**src/hdl/sgec_pkg.sv**
```systemverilog
// Shared types, constants and record tables for the grid connectivity block.
package sgec_pkg;

   // Grid limits and field widths
   localparam int MAX_NODES_PER_AXIS = 1024;
   localparam int AXIS_W   = 11;   // node count per axis
   localparam int CIDX_W   = 10;   // cell index per axis
   localparam int NXY_W    = 21;   // nodes in one layer
   localparam int CELL_W   = 30;   // linear cell number
   localparam int NODE_W   = 31;   // node number
   localparam int ORD_W    = 35;   // record ordinal
   localparam int STEP_W   = 5;    // record counter within one cell
   localparam int CSR_IDX_W = 3;
   localparam int CSR_DAT_W = 11;

   // Register indexes
   localparam logic [CSR_IDX_W-1:0] CSR_NODES_X      = 3'd0;
   localparam logic [CSR_IDX_W-1:0] CSR_NODES_Y      = 3'd1;
   localparam logic [CSR_IDX_W-1:0] CSR_NODES_Z      = 3'd2;
   localparam logic [CSR_IDX_W-1:0] CSR_ELEMENT_TYPE = 3'd3;
   localparam logic [CSR_IDX_W-1:0] CSR_EMIT_FACES   = 3'd4;

   // Element type codes
   localparam logic [2:0] ET_QUAD    = 3'd0;
   localparam logic [2:0] ET_TRI_ALT = 3'd1;
   localparam logic [2:0] ET_TRI_UNI = 3'd2;
   localparam logic [2:0] ET_TET     = 3'd3;
   localparam logic [2:0] ET_HEX     = 3'd4;

   // Record step counts (last step index)
   localparam logic [STEP_W-1:0] LAST_SINGLE   = 5'd0;
   localparam logic [STEP_W-1:0] LAST_TRI      = 5'd1;
   localparam logic [STEP_W-1:0] LAST_TET      = 5'd4;
   localparam logic [STEP_W-1:0] LAST_TET_FACE = 5'd24;
   localparam logic [STEP_W-1:0] LAST_HEX_FACE = 5'd6;
   localparam logic [STEP_W-1:0] TET_VOLS      = 5'd5;

   // Cell class decided by the front end
   typedef enum logic [2:0] {
      MODE_BAD,
      MODE_QUAD,
      MODE_TRI_SPLIT,   // diagonal from second to fourth corner
      MODE_TRI_CROSS,   // diagonal from first to third corner
      MODE_TET,
      MODE_HEX
   } mode_type;

   // Tetrahedra of a cell, corners 0..3 bottom, 4..7 top
   localparam logic [2:0] TET_VOL [5][4] = '{
      '{3'd0, 3'd1, 3'd3, 3'd4},
      '{3'd1, 3'd2, 3'd3, 3'd6},
      '{3'd4, 3'd3, 3'd7, 3'd6},
      '{3'd4, 3'd1, 3'd6, 3'd5},
      '{3'd3, 3'd1, 3'd4, 3'd6}
   };

   // Faces of one tetrahedron: abc, abd, bcd, acd
   localparam logic [1:0] TET_FACE [4][3] = '{
      '{2'd0, 2'd1, 2'd2},
      '{2'd0, 2'd1, 2'd3},
      '{2'd1, 2'd2, 2'd3},
      '{2'd0, 2'd2, 2'd3}
   };

   // Faces of a hexahedron
   localparam logic [2:0] HEX_FACE [6][4] = '{
      '{3'd0, 3'd1, 3'd2, 3'd3},
      '{3'd4, 3'd5, 3'd6, 3'd7},
      '{3'd1, 3'd5, 3'd6, 3'd2},
      '{3'd0, 3'd4, 3'd7, 3'd3},
      '{3'd0, 3'd1, 3'd5, 3'd4},
      '{3'd3, 3'd2, 3'd6, 3'd7}
   };

   // Channel payloads
   typedef struct packed {
      logic [CIDX_W-1:0] cell_x;
      logic [CIDX_W-1:0] cell_y;
      logic [CIDX_W-1:0] cell_z;
   } req_type;

   typedef struct packed {
      logic              kind;
      logic [ORD_W-1:0]  ordinal;
      logic [NODE_W-1:0] node_a;
      logic [NODE_W-1:0] node_b;
      logic [NODE_W-1:0] node_c;
      logic [NODE_W-1:0] node_d;
      logic [NODE_W-1:0] node_e;
      logic [NODE_W-1:0] node_f;
      logic [NODE_W-1:0] node_g;
      logic [NODE_W-1:0] node_h;
      logic              bad_cell;
      logic              last;
   } rsp_type;

   // Register file contents
   typedef struct packed {
      logic [AXIS_W-1:0] nodes_x;
      logic [AXIS_W-1:0] nodes_y;
      logic [AXIS_W-1:0] nodes_z;
      logic [2:0]        element_type;
      logic              emit_faces;
   } cfg_type;

   // One classified cell, queued between front and back
   typedef struct packed {
      mode_type                 mode;
      logic [STEP_W-1:0]        last_step;
      logic [ORD_W-1:0]         ord_vol;
      logic [ORD_W-1:0]         ord_surf;
      logic [7:0][NODE_W-1:0]   corner;
   } entry_type;

   // Per-record selection
   typedef struct packed {
      logic              kind;
      logic              bad;
      logic              use_d;
      logic              use_hi;
      logic [STEP_W-1:0] offset;
      logic [3:0][2:0]   idx;
   } rec_type;

   function automatic logic [AXIS_W-1:0] clamp_nodes(input logic [AXIS_W-1:0] n);
      logic [AXIS_W-1:0] lim;
      lim = AXIS_W'(MAX_NODES_PER_AXIS);
      return (n > lim) ? lim : n;
   endfunction

   // Corner selection, kind and ordinal offset of record 'step' of a cell
   function automatic rec_type record_decode(input mode_type mode,
                                             input logic [STEP_W-1:0] step);
      rec_type           r;
      logic [STEP_W-1:0] j;
      logic [2:0]        ti;
      logic [1:0]        tf;
      logic [2:0]        hf;
      r  = '0;
      j  = step - TET_VOLS;
      ti = j[4:2];
      tf = j[1:0];
      hf = 3'(step - 5'd1);
      case (mode)
         MODE_BAD: begin
            r.bad = 1'b1;
         end
         MODE_QUAD: begin
            r.use_d = 1'b1;
            r.idx[0] = 3'd0; r.idx[1] = 3'd1; r.idx[2] = 3'd2; r.idx[3] = 3'd3;
         end
         MODE_TRI_SPLIT: begin
            r.offset = step;
            if (step == 5'd0) begin
               r.idx[0] = 3'd0; r.idx[1] = 3'd1; r.idx[2] = 3'd3;
            end else begin
               r.idx[0] = 3'd1; r.idx[1] = 3'd2; r.idx[2] = 3'd3;
            end
         end
         MODE_TRI_CROSS: begin
            r.offset = step;
            if (step == 5'd0) begin
               r.idx[0] = 3'd0; r.idx[1] = 3'd1; r.idx[2] = 3'd2;
            end else begin
               r.idx[0] = 3'd0; r.idx[1] = 3'd2; r.idx[2] = 3'd3;
            end
         end
         MODE_TET: begin
            if (step < TET_VOLS) begin
               r.kind   = 1'b1;
               r.use_d  = 1'b1;
               r.offset = step;
               for (int k = 0; k < 4; k++) r.idx[k] = TET_VOL[step[2:0]][k];
            end else begin
               r.offset = j;
               for (int k = 0; k < 3; k++) r.idx[k] = TET_VOL[ti][TET_FACE[tf][k]];
            end
         end
         MODE_HEX: begin
            r.use_d = 1'b1;
            if (step == 5'd0) begin
               r.kind   = 1'b1;
               r.use_hi = 1'b1;
               r.idx[0] = 3'd0; r.idx[1] = 3'd1; r.idx[2] = 3'd2; r.idx[3] = 3'd3;
            end else begin
               r.offset = step - 5'd1;
               for (int k = 0; k < 4; k++) r.idx[k] = HEX_FACE[hf][k];
            end
         end
         default: begin
            r.bad = 1'b1;
         end
      endcase
      return r;
   endfunction

endpackage

```
**src/hdl/sgec_front.sv**
```systemverilog
// Front end: accepts cells, checks them against the grid and computes node bases.
module sgec_front (
   input  logic                clock,
   input  logic                reset,
   input  sgec_pkg::cfg_type   cfg,
   input  logic                req_valid,
   output logic                req_stall,
   input  sgec_pkg::req_type   req_data,
   input  logic                q_full,
   output logic                q_push,
   output sgec_pkg::entry_type q_entry
);

   // Stage handshake
   logic va_ff, vb_ff, vc_ff, vd_ff;
   logic ready_a, ready_b, ready_c, ready_d;

   assign ready_d   = !vd_ff || !q_full;
   assign ready_c   = !vc_ff || ready_d;
   assign ready_b   = !vb_ff || ready_c;
   assign ready_a   = !va_ff || ready_b;
   assign req_stall = !ready_a;
   assign q_push    = vd_ff && !q_full;

   always_ff @(posedge clock) begin
      if (reset) begin
         va_ff <= 1'b0;
         vb_ff <= 1'b0;
         vc_ff <= 1'b0;
         vd_ff <= 1'b0;
      end else begin
         if (ready_a) va_ff <= req_valid;
         if (ready_b) vb_ff <= va_ff;
         if (ready_c) vc_ff <= vb_ff;
         if (ready_d) vd_ff <= vc_ff;
      end
   end

   // Stage A: classify, first products
   logic [sgec_pkg::AXIS_W-1:0] nxc, nyc, nzc, nym1;
   logic [sgec_pkg::CIDX_W-1:0] x, y, z, zm1, ym1;
   logic                        vol, bad, odd;
   sgec_pkg::mode_type          mode;

   assign nxc  = sgec_pkg::clamp_nodes(cfg.nodes_x);
   assign nyc  = sgec_pkg::clamp_nodes(cfg.nodes_y);
   assign nzc  = sgec_pkg::clamp_nodes(cfg.nodes_z);
   assign nym1 = nyc - 11'd1;
   assign x    = req_data.cell_x;
   assign y    = req_data.cell_y;
   assign z    = req_data.cell_z;
   assign vol  = (cfg.element_type == sgec_pkg::ET_TET) ||
                 (cfg.element_type == sgec_pkg::ET_HEX);
   assign zm1  = vol ? (z - 10'd1) : '0;
   assign ym1  = y - 10'd1;
   assign odd  = x[0] ^ y[0];

   always_comb begin
      bad = 1'b0;
      if (cfg.element_type > sgec_pkg::ET_HEX) bad = 1'b1;
      if (x == '0 || {1'b0, x} >= nxc) bad = 1'b1;
      if (y == '0 || {1'b0, y} >= nyc) bad = 1'b1;
      if (vol && (z == '0 || {1'b0, z} >= nzc)) bad = 1'b1;
   end

   always_comb begin
      case (cfg.element_type)
         sgec_pkg::ET_QUAD:    mode = sgec_pkg::MODE_QUAD;
         sgec_pkg::ET_TRI_ALT: mode = odd ? sgec_pkg::MODE_TRI_SPLIT
                                          : sgec_pkg::MODE_TRI_CROSS;
         sgec_pkg::ET_TRI_UNI: mode = sgec_pkg::MODE_TRI_SPLIT;
         sgec_pkg::ET_TET:     mode = sgec_pkg::MODE_TET;
         sgec_pkg::ET_HEX:     mode = sgec_pkg::MODE_HEX;
         default:              mode = sgec_pkg::MODE_BAD;
      endcase
      if (bad) mode = sgec_pkg::MODE_BAD;
   end

   sgec_pkg::mode_type           a_mode_ff;
   logic                         a_faces_ff;
   logic [sgec_pkg::CIDX_W-1:0]  a_x_ff, a_ym1_ff, a_zm1_ff;
   logic [sgec_pkg::AXIS_W-1:0]  a_nx_ff;
   logic [19:0]                  a_p1_ff;
   logic [sgec_pkg::NXY_W-1:0]   a_p2_ff, a_nxy_ff;

   always_ff @(posedge clock) begin
      if (ready_a) begin
         a_mode_ff  <= mode;
         a_faces_ff <= cfg.emit_faces;
         a_x_ff     <= x;
         a_ym1_ff   <= ym1;
         a_zm1_ff   <= zm1;
         a_nx_ff    <= nxc;
         a_p1_ff    <= {10'd0, zm1} * {10'd0, nym1[9:0]};
         a_p2_ff    <= {11'd0, ym1} * {10'd0, nxc};
         a_nxy_ff   <= {10'd0, nxc} * {10'd0, nyc};
      end
   end

   // Stage B: row sums and layer offset
   sgec_pkg::mode_type           b_mode_ff;
   logic                         b_faces_ff;
   logic [sgec_pkg::CIDX_W-1:0]  b_x_ff;
   logic [sgec_pkg::AXIS_W-1:0]  b_nx_ff;
   logic [sgec_pkg::NXY_W-1:0]   b_nxy_ff, b_s_ff;
   logic [19:0]                  b_c1_ff;
   logic [sgec_pkg::NODE_W-1:0]  b_q_ff;

   always_ff @(posedge clock) begin
      if (ready_b) begin
         b_mode_ff  <= a_mode_ff;
         b_faces_ff <= a_faces_ff;
         b_x_ff     <= a_x_ff;
         b_nx_ff    <= a_nx_ff;
         b_nxy_ff   <= a_nxy_ff;
         b_c1_ff    <= a_p1_ff + {10'd0, a_ym1_ff};
         b_s_ff     <= a_p2_ff + {11'd0, a_x_ff};
         b_q_ff     <= {21'd0, a_zm1_ff} * {10'd0, a_nxy_ff};
      end
   end

   // Stage C: cell number and base node
   logic [sgec_pkg::CIDX_W-1:0]  nxm1;
   sgec_pkg::mode_type           c_mode_ff;
   logic                         c_faces_ff;
   logic [sgec_pkg::AXIS_W-1:0]  c_nx_ff;
   logic [sgec_pkg::NXY_W-1:0]   c_nxy_ff;
   logic [sgec_pkg::CELL_W-1:0]  c_cell_ff;
   logic [sgec_pkg::NODE_W-1:0]  c_k0_ff;

   assign nxm1 = 10'(b_nx_ff - 11'd1);

   always_ff @(posedge clock) begin
      if (ready_c) begin
         c_mode_ff  <= b_mode_ff;
         c_faces_ff <= b_faces_ff;
         c_nx_ff    <= b_nx_ff;
         c_nxy_ff   <= b_nxy_ff;
         c_cell_ff  <= ({10'd0, b_c1_ff} * {20'd0, nxm1}) + {20'd0, b_x_ff};
         c_k0_ff    <= b_q_ff + {10'd0, b_s_ff};
      end
   end

   // Stage D: corners, ordinal bases, record count
   logic [sgec_pkg::ORD_W-1:0]   cell_e, cm1;
   logic [sgec_pkg::NODE_W-1:0]  nx_e, nxy_e, k_top;
   logic [sgec_pkg::ORD_W-1:0]   ord_vol, ord_surf;
   logic [sgec_pkg::STEP_W-1:0]  last_step;
   sgec_pkg::entry_type          d_entry_ff;

   assign cell_e = {5'd0, c_cell_ff};
   assign cm1    = cell_e - 35'd1;
   assign nx_e   = {20'd0, c_nx_ff};
   assign nxy_e  = {10'd0, c_nxy_ff};
   assign k_top  = c_k0_ff + nxy_e;

   always_comb begin
      ord_vol   = cell_e;
      ord_surf  = cell_e;
      last_step = sgec_pkg::LAST_SINGLE;
      case (c_mode_ff)
         sgec_pkg::MODE_TRI_SPLIT, sgec_pkg::MODE_TRI_CROSS: begin
            ord_surf  = (cm1 << 1) + 35'd1;
            last_step = sgec_pkg::LAST_TRI;
         end
         sgec_pkg::MODE_TET: begin
            ord_vol   = (cm1 << 2) + cm1 + 35'd1;
            ord_surf  = (cm1 << 4) + (cm1 << 2) + 35'd1;
            last_step = c_faces_ff ? sgec_pkg::LAST_TET_FACE : sgec_pkg::LAST_TET;
         end
         sgec_pkg::MODE_HEX: begin
            ord_surf  = (cm1 << 2) + (cm1 << 1) + 35'd1;
            last_step = c_faces_ff ? sgec_pkg::LAST_HEX_FACE : sgec_pkg::LAST_SINGLE;
         end
         default: begin
         end
      endcase
   end

   always_ff @(posedge clock) begin
      if (ready_d) begin
         d_entry_ff.mode      <= c_mode_ff;
         d_entry_ff.last_step <= last_step;
         d_entry_ff.ord_vol   <= ord_vol;
         d_entry_ff.ord_surf  <= ord_surf;
         d_entry_ff.corner[0] <= c_k0_ff;
         d_entry_ff.corner[1] <= c_k0_ff + 31'd1;
         d_entry_ff.corner[2] <= c_k0_ff + nx_e + 31'd1;
         d_entry_ff.corner[3] <= c_k0_ff + nx_e;
         d_entry_ff.corner[4] <= k_top;
         d_entry_ff.corner[5] <= k_top + 31'd1;
         d_entry_ff.corner[6] <= k_top + nx_e + 31'd1;
         d_entry_ff.corner[7] <= k_top + nx_e;
      end
   end

   assign q_entry = d_entry_ff;

endmodule

```
**config.mk**
```make
export PLATFORM = sky130hd
export DESIGN_NAME = sgec_front
export DESIGN_NICKNAME = d
export VERILOG_FILES = /design/src/hdl/sgec_pkg.sv /design/src/hdl/sgec_front.sv
export SDC_FILE = /design/constraint.sdc
export NUM_CORES = 2
export LEC_CHECK = 0
export ABC_AREA = 1
export BUFFER_PORTS_ARGS = -buffer_cell sky130_fd_sc_hd__buf_2
export CORE_MARGIN = 5
export CORE_UTILIZATION = 60
export DETAILED_ROUTE_END_ITERATION = 6
export PLACE_DENSITY = 0.79
export SYNTH_ARGS = -nofsm -noshare
export SYNTH_HDL_FRONTEND = slang
export SYNTH_SLANG_ARGS = --single-unit
```
**constraint.sdc**
```tcl
create_clock -name clock -period 33.6 [get_ports clock]
set_input_delay 1.68 -clock clock [delete_from_list [all_inputs] [get_ports clock]]
set_output_delay 1.68 -clock clock [all_outputs]
set_load 0.01 [all_outputs]
```
# Word level (Yosys, flattened, before mapping)
# Index checks and enable logic that the tools add are counted.
# W data, S select, Z words.
dict set report word_totals {
  reg_bits 652
  out_inout_bits 328
}
dict set report classes {
  n_addsub 23
  n_mul 5
  order_cmp 7
  eq_ne 8
  n_mux 15
  bitwise 1
  n_reduce_logical 21
}
# op n
set op_table {}
lappend op_table {{$add A31 B1 Y31 const B} 4}
lappend op_table {{$pmux W35 S3} 1}
lappend op_table {{$add A34 B2 Y35 const B} 2}
lappend op_table {{$add A31 B11 Y31} 2}
lappend op_table {{$add A31 B21 Y31} 2}
lappend op_table {{$sub A10 B1 Y10 const B} 4}
lappend op_table {{$add A35 B1 Y35 const B} 1}
lappend op_table {{$add A35 B35 Y35} 1}
lappend op_table {{$add A33 B31 Y34} 1}
lappend op_table {{$add A33 B32 Y34} 1}
lappend op_table {{$add A32 B2 Y33 const B} 1}
lappend op_table {{$ge A10 B11 Y1} 3}
lappend op_table {{$gt A11 B11 Y1 const B} 3}
lappend op_table {{$mux W11} 3}
lappend op_table {{$mul A10 B21 Y31} 1}
lappend op_table {{$sub A30 B1 Y31 const B} 1}
lappend op_table {{$add A30 B10 Y30} 1}
lappend op_table {{$logic_not A10 Y1} 3}
lappend op_table {{$mul A20 B10 Y30} 1}
lappend op_table {{$mux W30} 1}
lappend op_table {{$add A21 B10 Y21} 1}
lappend op_table {{$mul A10 B11 Y21} 1}
lappend op_table {{$mul A11 B11 Y21} 1}
lappend op_table {{$add A20 B10 Y20} 1}
lappend op_table {{other kinds (17)} 39}

# Depth between registers and ports, before layout
dict set report logic_depth {
  word_depth 7
  depth_mapped 36
  mapped_depth_nobuf 35
}

# Least setup slack after synthesis
# OpenSTA, ideal clock, no wires.
dict set report synth_timing {
  path_kind {input to register}
  start {input q_full}
  end {register a_faces_ff (enable)}
  setup_time_ps 460
  arrival_time_ps 15849
  t_required_ps 33140
  path_slack_ps 17291
  stages 7
  n_path_buf 0
  path_cell_list {nand2_1 nor2_1 inv_1 nor2_1 inv_1 nor2_1 inv_1}
}
dict set report synth_between {
  elab_chain_cells 5
}
# element line
set synth_lines {}
lappend synth_lines {{start: declaration} sgec_front.sv:9} ;# input logic q_full,
lappend synth_lines {{$logic_not A1 Y1} sgec_front.sv:18} ;# assign ready_d = !vd_ff || !q_full;
lappend synth_lines {{$logic_or A1 B1 Y1} sgec_front.sv:18}
lappend synth_lines {{$logic_or A1 B1 Y1} sgec_front.sv:19} ;# assign ready_c = !vc_ff || ready_d;
lappend synth_lines {{via ready_c} sgec_front.sv:16} ;# logic ready_a, ready_b, ready_c, ready_d;
lappend synth_lines {{$logic_or A1 B1 Y1} sgec_front.sv:20} ;# assign ready_b = !vb_ff || ready_c;
lappend synth_lines {{via ready_b} sgec_front.sv:16}
lappend synth_lines {{$logic_or A1 B1 Y1} sgec_front.sv:21} ;# assign ready_a = !va_ff || ready_b;
lappend synth_lines {{end signal: assignment} sgec_front.sv:89} ;# a_faces_ff <= cfg.emit_faces;
lappend synth_lines {{end: declaration} sgec_front.sv:80} ;# logic a_faces_ff;
# The timed path passes the listed nets, and every way through them passes these cells.
# A chain may end at the register's enable or synchronous reset.

# Final worst setup path
dict set report layout_timing {
  start {input cfg[25] (netlist bit)}
  end {register a_p1_ff[18], data pin}
}
dict set report layout_between {
  elab_chain_cells 4
}
# element line
set layout_lines {}
lappend layout_lines {{start: declaration} sgec_front.sv:5} ;# input sgec_pkg::cfg_type cfg,
lappend layout_lines {{$gt A11 B11 Y1} sgec_pkg.sv:128} ;# return (n > lim) ? lim : n;
lappend layout_lines {{$mux W11} sgec_pkg.sv:128}
lappend layout_lines {{$sub A10 B1 Y10} sgec_front.sv:48} ;# assign nym1 = nyc - 11'd1;
lappend layout_lines {{$mul A10 B10 Y20} sgec_front.sv:94} ;# a_p1_ff <= {10'd0, zm1} * {10'd0, nym1[9:0]};
lappend layout_lines {{end signal: assignment} sgec_front.sv:94}
lappend layout_lines {{end: declaration} sgec_front.sv:83} ;# logic [19:0] a_p1_ff;
# Every way passes these cells.

==> impl_metrics.yaml <==
run_status:
  outcome: "finished clean"
grt:
  grt_use_total: 0.309
  antenna_found_initial: 1
  grt_start_max_net_pins: 187
  grt_pass1_vias: 47344
  grt_pass1_wl_um: 259000
  grt.overflow.total: 0
synthesis:
  netlist_area_um2: 59400
  yosys.area.top_type_share: 0.326
  synth_cells: 6729
  yosysSeqAreaShare: 0.328
  netlist_top_cells_count: "nand2_1 (1426), inv_1 (1261), nor2_1 (650), edfxtp_1 (646), fa_1 (521)"
  synthTopCellsByArea: "edfxtp_1 (33%), fa_1 (18%), ha_1 (10%)"
  synth-seq-cells: 650
  synth_ff_type: "edfxtp_1"
  async_flop_share: 0
  ys_warn_count: 0
  avgSynthCellArea_um2: 8.83
  ys_types: 59
  synth_edf_count: 646
  syn_nets: 7814
  yosys.area.top_type: "edfxtp_1"
  synth_most_common_cell: "nand2_1"
die:
  die_area_um2: 105000
  fp.dieW_um: 325
  start_util: 0.604
  ios: 399
  core_um2: 98400
  die_height_um: 325
  rows: 115
timing:
  fin_crit_sh: 0.261
  relSlewSlack: 0.151
  rsz0062_at_grt: "false"
  max_slew.worst_pin.slew_ns: 1.26
  skew_ns: 0.0314
  min_period_ns: 8.76
  final-hold-violation-count: 0
  slew_violations: 0
  tns_ns: 0
  setup_viol: 0
  fmax_mhz: 114
placement:
  place_area_um2: 62800
  portBuffers: 398
  dp.cells: 8318
  routabilityCongestion: 0.967
  place_hpwl_um: 134000
final_layout:
  nets: 8190
  fill_cells: 7938
  antenna-diode-count: 0
  regArea_um2: 19500
  instances_no_fill: 8445
  post_route_cells_drive_above_1_share: 0.0963
  final_util: 0.661
  fin_area_um2: 65100
  multiInputGateArea_um2: 34600
  syn2layout_area_growth_pct: 9.50
worst_setup_path:
  cp.arrival_ns: 9.14
  critical_path_required_ns: 33.98
  worstSetupPathType: "in -> reg"
  worst_r2r_path_depth: 30
  start_kind: "input pin"
  worstSetupStartpoint: "cfg[25]"
  critPathMaxStageDelay_ns: 0.71
  crit_path_end_kind: "flop"
  critPathMaxFanout: 12
  r2r-end: "c_cell_ff[28]"
  cp_slowest_cell: "xor2_1"
  cp_common_cell: "inv_1"
  reg2reg_from: "b_nx_ff[0]"
  rrSetupSlack_ns: 25.78
power:
  p_leak_nw: 32.7
  power_frac_comb: 0.668
  ir_drop_v: 0.000214
  swShare: 0.506
  p_int_mw: 3.70
  pwr_density_cell_nw_per_um2: 115
  switchingPower_mw: 3.80
  clkPwrFrac: 0.104
  power_frac_seq: 0.228
detailed_routing:
  drc_errors: 0
  wl_per_cell_um: 19.4
  firstDrtPassIters: 6
  drt-total-wl_um: 164000
  drt_iter0_markers: 4167
  vias_per_cell: 5.59
  ant_nets: 0
  dr_total_vias: 47191
cts:
  tritoncts: "done"
  clockRootBuffer: "clkbuf_16"
  postCtsSetupBuffers: 0
  cts-buffers-inserted: 72
  cts_resized: 0
  clock_latency_ns: 0.66
  cts_max_level: 3
  cts.clk_slew.worst_paths_ns: 0.06
  clockBufferDepth: 3
  hold_buffers: 0
  clkSinkCount: 650
worst_hold_path:
  hold_depth: 0
  hold_path_end: "c_faces_ff"
  hp-start: "b_faces_ff"
  hp-class: "reg -> reg"
job:
  maxCapViolations: 0
-- critical path, delay by kind of cell --
family          cells  cell delay (ns)
simple gates       10             1.29
xor+xnor            2             0.84
compound gates      7             1.18
fa+ha+maj           6             2.90
buf+inv             9             1.20
-- cell type report --
| class | instances | area share |
|---|---|---|
| clock buffer | 90 | 0.0291 |
| clock inverter | 37 | 0.00654 |
| inverter | 1308 | 0.0756 |
| multi-input combinational | 4655 | 0.532 |
| sequential | 650 | 0.299 |
| tap | 1287 | 0.0247 |
| timing repair buffer | 418 | 0.0331 |
-- logic make-up (layout without fill, tap and decap cells) --
kind of cell,after synthesis,count (layout),share of synthesized area
flops,650,650,0.328
buf+inv,1424,1853,0.0902
fa+ha+maj,1014,1014,0.279
compound gates,680,680,0.0640
xor+xnor,379,379,0.0560
simple gates,2582,2582,0.183
-- power groups by stage --
stage	Clock (mW)	Sequential [mW]	Combinational, mW
6_report	0.778	1.71	5.01
5_1_grt	0.826	1.74	5.68
4_1_cts	0.789	1.71	5.00
3_5_place_dp	0	1.72	4.96
3_3_place_gp	0	1.71	4.85
2_1_floorplan	0	1.67	3.67
-- worst max path at each step --
stage | to | slack (ns)
global placement | a_p1_ff[18] | 24.35
detailed placement | a_p1_ff[18] | 24.27
global route | a_p1_ff[18] | 24.43
CTS | a_p1_ff[18] | 24.95
floorplan | a_faces_ff | 17.29
finish | a_p1_ff[18] | 24.84
-- sequential cells by signal, summed over array words and instances (netlist names), 21 cells and up --
register	flops
b_s_ff	21
b_q_ff	31
c_cell_ff	30
a_p2_ff	21
c_k0_ff	31
q_entry	324
b_nxy_ff	21
a_nxy_ff	21
c_nxy_ff	21
-- through the flow --
step / hold slack (ns) / power (mW) / setup slack, ns
3_3_place_gp: 0.400 / 6.56 / 24.35
4_1_cts: 0.419 / 7.49 / 24.95
2_1_floorplan: 0.400 / 5.35 / 17.29
5_1_grt: 0.423 / 8.24 / 24.43
3_5_place_dp: 0.405 / 6.69 / 24.27
6_report: 0.417 / 7.50 / 24.84
-- metal layers --
layer / GRT usage / part of all wire / vias to the layer above
met4: 0.135 / 0.051 / 0
li1: - / - / 22195
met5: 0 / 0 / -
met1: 0.412 / 0.41 / 22706
met3: 0.0406 / 0.073 / 361
met2: 0.513 / 0.47 / 1929
-- cells in the final DEF, fill, tap and decap left out, drive strengths merged, types with 183 or more instances in the layout --
| cell type | n |
|---|---|
| fa | 521 |
| inv | 1298 |
| nor2 | 688 |
| edfxtp | 646 |
| nand2 | 1471 |
| o21ai | 183 |
| a21oi | 340 |
| xor2 | 291 |
| ha | 493 |
| buf | 418 |
| nand3 | 217 |
(Power assumes the default switching activity.)
